**src/sv/fuel_consumption_computer_top_assert.svh**
```systemverilog
// ----------------------------------------------------------------------------
// Fuel consumption computer assertion macros
// Clocked property checks; they compile to nothing when SYNTH is defined.
// ----------------------------------------------------------------------------
`ifndef FUEL_CONSUMPTION_COMPUTER_TOP_ASSERT_SVH
`define FUEL_CONSUMPTION_COMPUTER_TOP_ASSERT_SVH
`ifndef SYNTH
// check under reset disable
`define FCC_ASSERT(lbl, clk, rstn, prop, msg) \
  lbl: assert property (@(posedge clk) disable iff (!rstn) prop) else $error(msg);
// check on every edge, reset included
`define FCC_ASSERT_ALWAYS(lbl, clk, prop, msg) \
  lbl: assert property (@(posedge clk) prop) else $error(msg);
`else
`define FCC_ASSERT(lbl, clk, rstn, prop, msg)
`define FCC_ASSERT_ALWAYS(lbl, clk, prop, msg)
`endif
`endif

```
**src/sv/fcc_pkg.sv**
```systemverilog
// ----------------------------------------------------------------------------
// fcc_pkg
// Widths, register indexes and scale constants of the fuel consumption computer.
// ----------------------------------------------------------------------------
`default_nettype none
package fcc_pkg;

  // divider dividend width: largest product is a 32-bit value times 100000
  localparam int DIV_W  = 49;
  localparam int CNT_W  = 6;

  typedef logic [DIV_W-1:0] dvd_t;
  typedef logic [31:0]      word_t;

  // register indexes
  localparam logic [2:0] REG_SENSOR  = 3'd0;
  localparam logic [2:0] REG_PPL     = 3'd1;
  localparam logic [2:0] REG_CAP     = 3'd2;
  localparam logic [2:0] REG_USR     = 3'd3;
  localparam logic [2:0] REG_MIN_INT = 3'd4;

  localparam logic [15:0] MIN_INT_RST = 16'd1000;

  // scale factors
  localparam int ML_PER_LITRE = 1000;
  localparam int ML_PER_DL    = 100;
  localparam int HUNDRED_KM   = 100000;
  localparam int MS_PER_MIN   = 60000;
  localparam int RANGE_SCALE  = 100;
  localparam int M_PER_DKM    = 10;

endpackage
`default_nettype wire

```
**src/sv/fuel_consumption_computer_top.sv**
```systemverilog
// ----------------------------------------------------------------------------
// Fuel consumption computer
// Fuel used/left, average consumption, range and actual consumption per update.
// ----------------------------------------------------------------------------
//  channel   dir   handshake            payload
//  in_       in    in_tvalid/in_tready  in_tdata  (112 bits, update beat)
//  out_      out   out_tvalid/out_tready out_tdata (184 bits, result beat)
//  cfg_      in    cfg_valid/cfg_ready  cfg_addr, cfg_data (register write)
//
//  Up to five divisions run in turn through one radix-2 restoring divider,
//  each a setup step and 49 quotient bits; fewer run without a sensor, on
//  the first sample or before the interval is reached.
//  Input is taken only while the sequencer is idle; a finished result sits in
//  the output register while the next beat is accepted and computed.
//  A stalled output only holds the sequencer in its final step.
//  rst_n is synchronous; control, configuration and kept state reset at once, there is no clearing pass.
// ----------------------------------------------------------------------------
`default_nettype none
module fuel_consumption_computer_top (
  input  wire logic         clk,
  input  wire logic         rst_n,
  input  wire logic         in_tvalid,
  output logic              in_tready,
  // pulse_total[31:0], trip_distance_dkm[60:32], odometer_dkm[89:61],
  // clock_ms[105:90], zero pad
  input  wire logic [111:0] in_tdata,
  output logic              out_tvalid,
  input  wire logic         out_tready,
  // fuel_used_ml[31:0], fuel_left_ml[54:32], avg_ml_per_100km[86:55],
  // range_km[118:87], act_ml_per_100km[150:119], act_ml_per_min[182:151], pad
  output logic [183:0]      out_tdata,
  input  wire logic         cfg_valid,
  output logic              cfg_ready,
  input  wire logic [2:0]   cfg_addr,
  input  wire logic [15:0]  cfg_data
);

  localparam logic [2:0] S_IDLE  = 3'd0;
  localparam logic [2:0] S_USED  = 3'd1;
  localparam logic [2:0] S_AVG   = 3'd2;
  localparam logic [2:0] S_RANGE = 3'd3;
  localparam logic [2:0] S_FUEL  = 3'd4;
  localparam logic [2:0] S_ACT   = 3'd5;
  localparam logic [2:0] S_DIV   = 3'd6;
  localparam logic [2:0] S_DONE  = 3'd7;

  localparam int DW = fcc_pkg::DIV_W;
  localparam logic [fcc_pkg::CNT_W-1:0] CNT_LAST = fcc_pkg::CNT_W'(DW - 1);

  // configuration
  logic        sensor_r;
  logic [15:0] ppl_r, cap_r, min_int_r;
  logic [7:0]  usr_r;

  // latched beat
  logic [31:0] pulse_r;
  logic [28:0] trip_dkm_r, odo_dkm_r;
  logic [15:0] now_r;

  // kept state
  logic [15:0] prev_time_r;
  logic [31:0] prev_pulses_r, prev_odo_r, moving_r, standing_r;

  // per beat results
  logic [31:0] used_r, avg_r, range_r, fuel_r;
  logic        sel_stand_r;

  logic [2:0]  state_r, step_r;

  // divider
  logic [DW-1:0]              quo_r, quo_nxt;
  logic [31:0]                rem_r, rem_nxt, dvs_r;
  logic [fcc_pkg::CNT_W-1:0]  cnt_r;
  logic [32:0]                rem_sh, rem_sub;
  logic [31:0]                q_sat;

  logic [31:0] out_used_r, out_avg_r, out_range_r, out_mov_r, out_std_r;
  logic [22:0] out_left_r;
  logic        out_valid_r;

  // derived values
  logic [32:0] trip_p, odo_p;
  logic [31:0] trip_m, odo_m, dp, dd;
  logic [15:0] dt;
  logic [22:0] cap_ml, left;
  logic [14:0] usr_ml;

  assign trip_p = 33'(trip_dkm_r) * 33'(fcc_pkg::M_PER_DKM);
  assign odo_p  = 33'(odo_dkm_r) * 33'(fcc_pkg::M_PER_DKM);
  assign trip_m = trip_p[32] ? '1 : trip_p[31:0];
  assign odo_m  = odo_p[32] ? '1 : odo_p[31:0];
  assign dp     = pulse_r - prev_pulses_r;
  assign dd     = odo_m - prev_odo_r;
  assign dt     = now_r - prev_time_r;
  assign cap_ml = 23'(cap_r) * 23'(fcc_pkg::ML_PER_DL);
  assign usr_ml = 15'(usr_r) * 15'(fcc_pkg::ML_PER_DL);
  assign left   = (32'(cap_ml) > used_r) ? cap_ml - used_r[22:0] : '0;

  // one restoring step: shift in the next dividend bit, subtract if it fits
  assign rem_sh  = {rem_r, quo_r[DW-1]};
  assign rem_sub = rem_sh - {1'b0, dvs_r};
  assign rem_nxt = rem_sub[32] ? rem_sh[31:0] : rem_sub[31:0];
  assign quo_nxt = {quo_r[DW-2:0], ~rem_sub[32]};
  assign q_sat   = (quo_nxt[DW-1:32] != '0) ? '1 : quo_nxt[31:0];

  assign in_tready  = (state_r == S_IDLE);
  assign cfg_ready  = 1'b1;
  assign out_tvalid = out_valid_r;
  assign out_tdata  = {1'b0, out_std_r, out_mov_r, out_range_r, out_avg_r,
                       out_left_r, out_used_r};

  // configuration registers
  always_ff @(posedge clk) begin
    if (!rst_n) begin
      sensor_r  <= 1'b0;
      ppl_r     <= '0;
      cap_r     <= '0;
      usr_r     <= '0;
      min_int_r <= fcc_pkg::MIN_INT_RST;
    end else if (cfg_valid && cfg_ready) begin
      unique case (cfg_addr)
        fcc_pkg::REG_SENSOR:  sensor_r  <= cfg_data[0];
        fcc_pkg::REG_PPL:     ppl_r     <= cfg_data;
        fcc_pkg::REG_CAP:     cap_r     <= cfg_data;
        fcc_pkg::REG_USR:     usr_r     <= cfg_data[7:0];
        fcc_pkg::REG_MIN_INT: min_int_r <= cfg_data;
        default: ;
      endcase
    end
  end

  // sequencer: each setup step loads the divider (the actual step may skip it), the divide step stores
  always_ff @(posedge clk) begin
    if (!rst_n) begin
      state_r       <= S_IDLE;
      step_r        <= S_IDLE;
      cnt_r         <= '0;
      out_valid_r   <= 1'b0;
      prev_time_r   <= '0;
      prev_pulses_r <= '0;
      prev_odo_r    <= '0;
      moving_r      <= '0;
      standing_r    <= '0;
    end else begin
      // the done step reloads the output register itself
      if (out_valid_r && out_tready && state_r != S_DONE) out_valid_r <= 1'b0;
      unique case (state_r)
        S_IDLE: begin
          if (in_tvalid) begin
            pulse_r    <= in_tdata[31:0];
            trip_dkm_r <= in_tdata[60:32];
            odo_dkm_r  <= in_tdata[89:61];
            now_r      <= in_tdata[105:90];
            state_r    <= S_USED;
          end
        end
        S_USED: begin
          rem_r  <= '0;
          cnt_r  <= '0;
          step_r <= S_USED;
          state_r <= S_DIV;
          if (sensor_r && ppl_r != '0) begin
            quo_r <= fcc_pkg::dvd_t'(pulse_r) * fcc_pkg::dvd_t'(fcc_pkg::ML_PER_LITRE);
            dvs_r <= 32'(ppl_r);
          end else if (!sensor_r && trip_m != '0) begin
            quo_r <= fcc_pkg::dvd_t'(usr_ml) * fcc_pkg::dvd_t'(trip_m);
            dvs_r <= 32'(fcc_pkg::HUNDRED_KM);
          end else begin
            quo_r <= '0;
            dvs_r <= 32'd1;
          end
        end
        S_AVG: begin
          rem_r  <= '0;
          cnt_r  <= '0;
          step_r <= S_AVG;
          state_r <= S_DIV;
          if (sensor_r && trip_m != '0 && used_r != '0) begin
            quo_r <= fcc_pkg::dvd_t'(used_r) * fcc_pkg::dvd_t'(fcc_pkg::HUNDRED_KM);
            dvs_r <= trip_m;
          end else begin
            quo_r <= fcc_pkg::dvd_t'(usr_ml);
            dvs_r <= 32'd1;
          end
        end
        S_RANGE: begin
          rem_r  <= '0;
          cnt_r  <= '0;
          step_r <= S_RANGE;
          state_r <= S_DIV;
          if (avg_r != '0 && left != '0) begin
            quo_r <= fcc_pkg::dvd_t'(left) * fcc_pkg::dvd_t'(fcc_pkg::RANGE_SCALE);
            dvs_r <= avg_r;
          end else begin
            quo_r <= '0;
            dvs_r <= 32'd1;
          end
        end
        S_FUEL: begin
          rem_r  <= '0;
          cnt_r  <= '0;
          step_r <= S_FUEL;
          state_r <= S_DIV;
          if (ppl_r != '0) begin
            quo_r <= fcc_pkg::dvd_t'(dp) * fcc_pkg::dvd_t'(fcc_pkg::ML_PER_LITRE);
            dvs_r <= 32'(ppl_r);
          end else begin
            quo_r <= '0;
            dvs_r <= 32'd1;
          end
        end
        S_ACT: begin
          // interval reached: take the new sample in any case
          prev_time_r   <= now_r;
          prev_pulses_r <= pulse_r;
          prev_odo_r    <= odo_m;
          rem_r <= '0;
          cnt_r <= '0;
          step_r <= S_ACT;
          if (fuel_r == '0) begin
            moving_r   <= '0;
            standing_r <= '0;
            state_r    <= S_DONE;
          end else if (dd == '0 && dt == '0) begin
            moving_r   <= '0;
            standing_r <= '1;
            state_r    <= S_DONE;
          end else if (dd == '0) begin
            quo_r       <= fcc_pkg::dvd_t'(fuel_r) * fcc_pkg::dvd_t'(fcc_pkg::MS_PER_MIN);
            dvs_r       <= 32'(dt);
            sel_stand_r <= 1'b1;
            state_r     <= S_DIV;
          end else begin
            quo_r       <= fcc_pkg::dvd_t'(fuel_r) * fcc_pkg::dvd_t'(fcc_pkg::HUNDRED_KM);
            dvs_r       <= dd;
            sel_stand_r <= 1'b0;
            state_r     <= S_DIV;
          end
        end
        S_DIV: begin
          rem_r <= rem_nxt;
          quo_r <= quo_nxt;
          cnt_r <= cnt_r + 1'b1;
          if (cnt_r == CNT_LAST) begin
            unique case (step_r)
              S_USED: begin
                used_r  <= q_sat;
                state_r <= S_AVG;
              end
              S_AVG: begin
                avg_r   <= q_sat;
                state_r <= S_RANGE;
              end
              S_RANGE: begin
                range_r <= q_sat;
                if (!sensor_r) begin
                  moving_r <= 32'(usr_ml);
                  state_r  <= S_DONE;
                end else if (prev_odo_r == '0) begin
                  // first sample: store it, rates start at zero
                  prev_time_r   <= now_r;
                  prev_pulses_r <= pulse_r;
                  prev_odo_r    <= odo_m;
                  moving_r      <= '0;
                  standing_r    <= '0;
                  state_r       <= S_DONE;
                end else begin
                  state_r <= S_FUEL;
                end
              end
              S_FUEL: begin
                fuel_r  <= q_sat;
                state_r <= (dt >= min_int_r) ? S_ACT : S_DONE;
              end
              default: begin
                if (sel_stand_r) begin
                  standing_r <= q_sat;
                  moving_r   <= '0;
                end else begin
                  moving_r   <= q_sat;
                  standing_r <= '0;
                end
                state_r <= S_DONE;
              end
            endcase
          end
        end
        default: begin
          // load the output register once it is free
          if (!out_valid_r || out_tready) begin
            out_used_r  <= used_r;
            out_left_r  <= left;
            out_avg_r   <= avg_r;
            out_range_r <= range_r;
            out_mov_r   <= moving_r;
            out_std_r   <= standing_r;
            out_valid_r <= 1'b1;
            state_r     <= S_IDLE;
          end
        end
      endcase
    end
  end

`include "fuel_consumption_computer_top_assert.svh"

  `FCC_ASSERT(a_no_take_busy, clk, rst_n, (in_tvalid && in_tready) |=> !in_tready, "beat accepted while busy")
  `FCC_ASSERT(a_div_count, clk, rst_n, (state_r == S_DIV) |-> (cnt_r <= CNT_LAST), "divider count overrun")
  `FCC_ASSERT(a_out_from_done, clk, rst_n, $rose(out_valid_r) |-> ($past(state_r) == S_DONE), "result without done step")
  `FCC_ASSERT(a_done_to_idle, clk, rst_n, (state_r == S_DONE && (!out_valid_r || out_tready)) |=> (state_r == S_IDLE && out_valid_r), "done step did not publish")

endmodule
`default_nettype wire
```
**config.mk**
```make
export PLATFORM = sky130hd
export DESIGN_NAME = fuel_consumption_computer_top
export DESIGN_NICKNAME = d
export VERILOG_FILES = /design/src/sv/fcc_pkg.sv /design/src/sv/fuel_consumption_computer_top.sv
export VERILOG_INCLUDE_DIRS = /design/src /design/src/sv
export SDC_FILE = /design/constraint.sdc
export NUM_CORES = 2
export LEC_CHECK = 0
export ABC_AREA = 1
export ABC_CLOCK_PERIOD_IN_PS = 22300
export BUFFER_PORTS_ARGS = -buffer_cell sky130_fd_sc_hd__buf_2
export CAP_MARGIN = 5
export CORE_UTILIZATION = 52
export CTS_CLUSTER_DIAMETER = 200
export CTS_CLUSTER_SIZE = 30
export DETAILED_ROUTE_END_ITERATION = 8
export MAX_ROUTING_LAYER = met4
export PLACE_DENSITY = 0.77
export SLEW_MARGIN = 5
export SYNTH_ARGS = -nofsm -noshare
export SYNTH_HDL_FRONTEND = slang
export SYNTH_SLANG_ARGS = --single-unit
```
**constraint.sdc**
```tcl
create_clock -name clk -period 22.3 [get_ports clk]
set_input_delay 4.46 -clock clk [delete_from_list [all_inputs] [get_ports clk]]
set_output_delay 4.46 -clock clk [all_outputs]
set_load 0.01 [all_outputs]
```
==> flow_metrics.tcl <==
set metrics [dict create \
    status "complete, no violations" \
    max_slew_margin 0.0913 \
    rsz0062_at_grt "false" \
    syn_area_per_cell_um2 8.23 \
    netlist_top_cells_area "fa_1 (21%), edfxtp_1 (18%), ha_1 (15%)" \
    synth_edf_count 531 \
    crit_arrival_ns 11.70 \
    synth-adder-area-share 0.368 \
    hold_viol_final 0 \
    clk_path_buf_depth 3 \
    fp-row-count 152 \
    postCtsSetupBuffers 0 \
    io_pins 323 \
    ys_types 67 \
    seq_area_frac_synth 0.225 \
    yosys_warnings 0 \
    coreArea_um2 172000 \
    synth_top_family_by_area "adder cells" \
    setup_violations 0 \
    syn-num-nets 13151 \
    grt_overflow_total 0 \
    gp_routability_congestion 1.07 \
    cts_hold_buf 0 \
    yosys.area.top_type "fa_1" \
    cts.sinks 745 \
    tns_ns 0 \
    cts_tree "done" \
    grtUsageTotal 0.367 \
    htree_num_levels 1 \
    cts_made_buffers 29 \
    antenna_found_initial 19 \
    cap_violations 0 \
    avgViaCountPerCell 5.64 \
    final_common_cell "inv_1" \
    synth-main-ff-cell "edfxtp_1" \
    startpoint_type "flip-flop" \
    worst_path_max_delay_cell "xnor2_1" \
    fin_crit_ns 11.17 \
    synthSimpleGateAreaFrac 0.167 \
    port_buffers 314 \
    clk_latency_ns 0.77 \
    slew_viol_final 0 \
    clk_pin_slew_ns 0.13 \
    crit_fanout 16 \
    die_w_um 418 \
    final_antenna_net_count 0 \
    synth_compound_area_frac 0.101 \
    layout_common_cells "inv_1 (2,349), nand2_1 (1,989), ha_1 (1,113), fa_1 (961), nor2_1 (799)" \
    wl_per_cell_um 23.2 \
    synthXorXnorAreaFrac 0.0294 \
    worst_pin_slew_ns 1.36 \
    dp_cells 13407 \
    syn_to_final_growth_pct 5.62 \
    die_height_um 418 \
    cts_root_buf "clkbuf_16" \
    slowest_delay_ns 0.81 \
    postRouteWirelength_um 312000 \
    fin_skew_ns 0.0416 \
    grt_max_degree 184 \
    async_reset_ff_frac 0 \
    drtPass1Iterations 9 \
    ctsResizeCount 0 \
    crit_family "adder cells" \
    grt_first_pass_wirelength_um 465000 \
    path_common_cell "nand2_1" \
    fin_crit_sh 0.501 \
    drt-initial-drc-count 7350 \
    netlist_instances 10941 \
    ys_seq_elements 745 \
    hold_path_class "flip-flop to flip-flop" \
    layout.nets 13338 \
    dp_hpwl_um 260000 \
    drive_gt1_frac 0.0501 \
    critPathKind "flip-flop to flip-flop" \
    crit_buf_inv 5 \
    end_kind "flip-flop" \
    worstPathRequired_ns 22.83 \
    drc 0 \
    layout.cells.non_filler 13479 \
    syn_area_um2 90000 \
    dieArea_um2 175000 \
    start_util 0.524 \
    dr_total_vias 76013 \
    synth_mux_area_frac 0 \
    grt_pass1_vias 75029 \
    max_freq_ghz 0.0895 \
    netlist.area_leader.share 0.214 \
]
## layer usage
metal  global-route usage  part of all wire  up-vias
met1                0.464              0.40    36781
met5                    -                 0        -
met2                0.563              0.45     3245
li1                     -                 -    35326
met4                0.203             0.068        0
met3               0.0574             0.082      661
## through the flow
stage	hold WS, ns	setup WS [ns]	util	cell area, um2
6_report	0.428	11.13	0.554	95100
5_1_grt	0.433	10.70	0.554	95100
4_1_cts	0.430	11.30	0.554	95100
3_5_place_dp	0.406	11.33	0.548	94200
3_3_place_gp	0.404	11.41	0.548	94200
2_1_floorplan	0.400	3.89	-	90000
## logic make-up (layout without fill, tap and decap cells)
group	count (synthesis)	count (layout)
buffers and inverters	2591	2800
adder cells (fa/ha/maj)	2074	2074
flip-flops	745	745
XOR/XNOR	302	302
AO/OA/AOI/OAI	1638	1638
AND/OR/NAND/NOR	3589	3589
other	2	21
## worst register-to-register path: cells and delay by family (launching register included)
| family | cells | cell delay, ns |
|---|---|---|
| simple gates | 13 | 1.93 |
| fa+ha+maj | 9 | 3.38 |
| xor+xnor | 2 | 1.20 |
| compound gates | 15 | 2.92 |
| flops | 1 | 0.60 |
| buf+inv | 5 | 0.95 |
## synth_stat cells (all sizes together), types with 31 or more instances
| library cell | instances |
|---|---|
| nor3 | 76 |
| nor2 | 817 |
| nand2 | 2004 |
| o21a | 33 |
| a21o | 33 |
| fa | 961 |
| a31oi | 75 |
| nor4 | 48 |
| a21oi | 764 |
| edfxtp | 531 |
| o21bai | 34 |
| dfxtp | 214 |
| o211ai | 54 |
| a211oi | 35 |
| xnor2 | 145 |
| ha | 1113 |
| clkbuf | 171 |
| or2 | 74 |
| inv | 2358 |
| o21ai | 512 |
| nand3b | 31 |
| xor2 | 157 |
| nand3 | 359 |
| buf | 54 |
| nand4 | 167 |
## final timing paths
kind	start	endpoint	slack, ns	cells past startpoint
setup / recovery	cap_r[2]$_SDFFE_PN0P_	quo_r[26]$_DFFE_PP_	11.13	44
hold / removal	range_r[12]$_DFFE_PP_	out_range_r[12]$_DFFE_PP_	0.43	0
setup reg to reg	cap_r[2]$_SDFFE_PN0P_	quo_r[26]$_DFFE_PP_	11.13	44
hold reg to reg	range_r[12]$_DFFE_PP_	out_range_r[12]$_DFFE_PP_	0.43	0
## final cells by class
type	count	area, um2
multi-input combinational	7605	60100
fill	15924	76600
tap	2310	2890
inverter	2366	8880
antenna	19	47.5
clock buffer	50	805
clock inverter	3	66.3
timing repair buffer	381	2100
sequential	745	20200
## registers in the layout, summed over array words and instances, names as in the netlist, 32 cells and up
signal and cells:
prev_pulses_r 32, used_r 32, out_mov_r 32, standing_r 32
avg_r 32, out_std_r 32, quo_r 49, out_used_r 32
fuel_r 32, out_avg_r 32, moving_r 32, dvs_r 32
out_range_r 32, rem_r 32, range_r 32, prev_odo_r 32
pulse_r 32
Power is not shown: default switching activity piles up to over one toggle a cycle in this logic, so the estimate is an artifact.
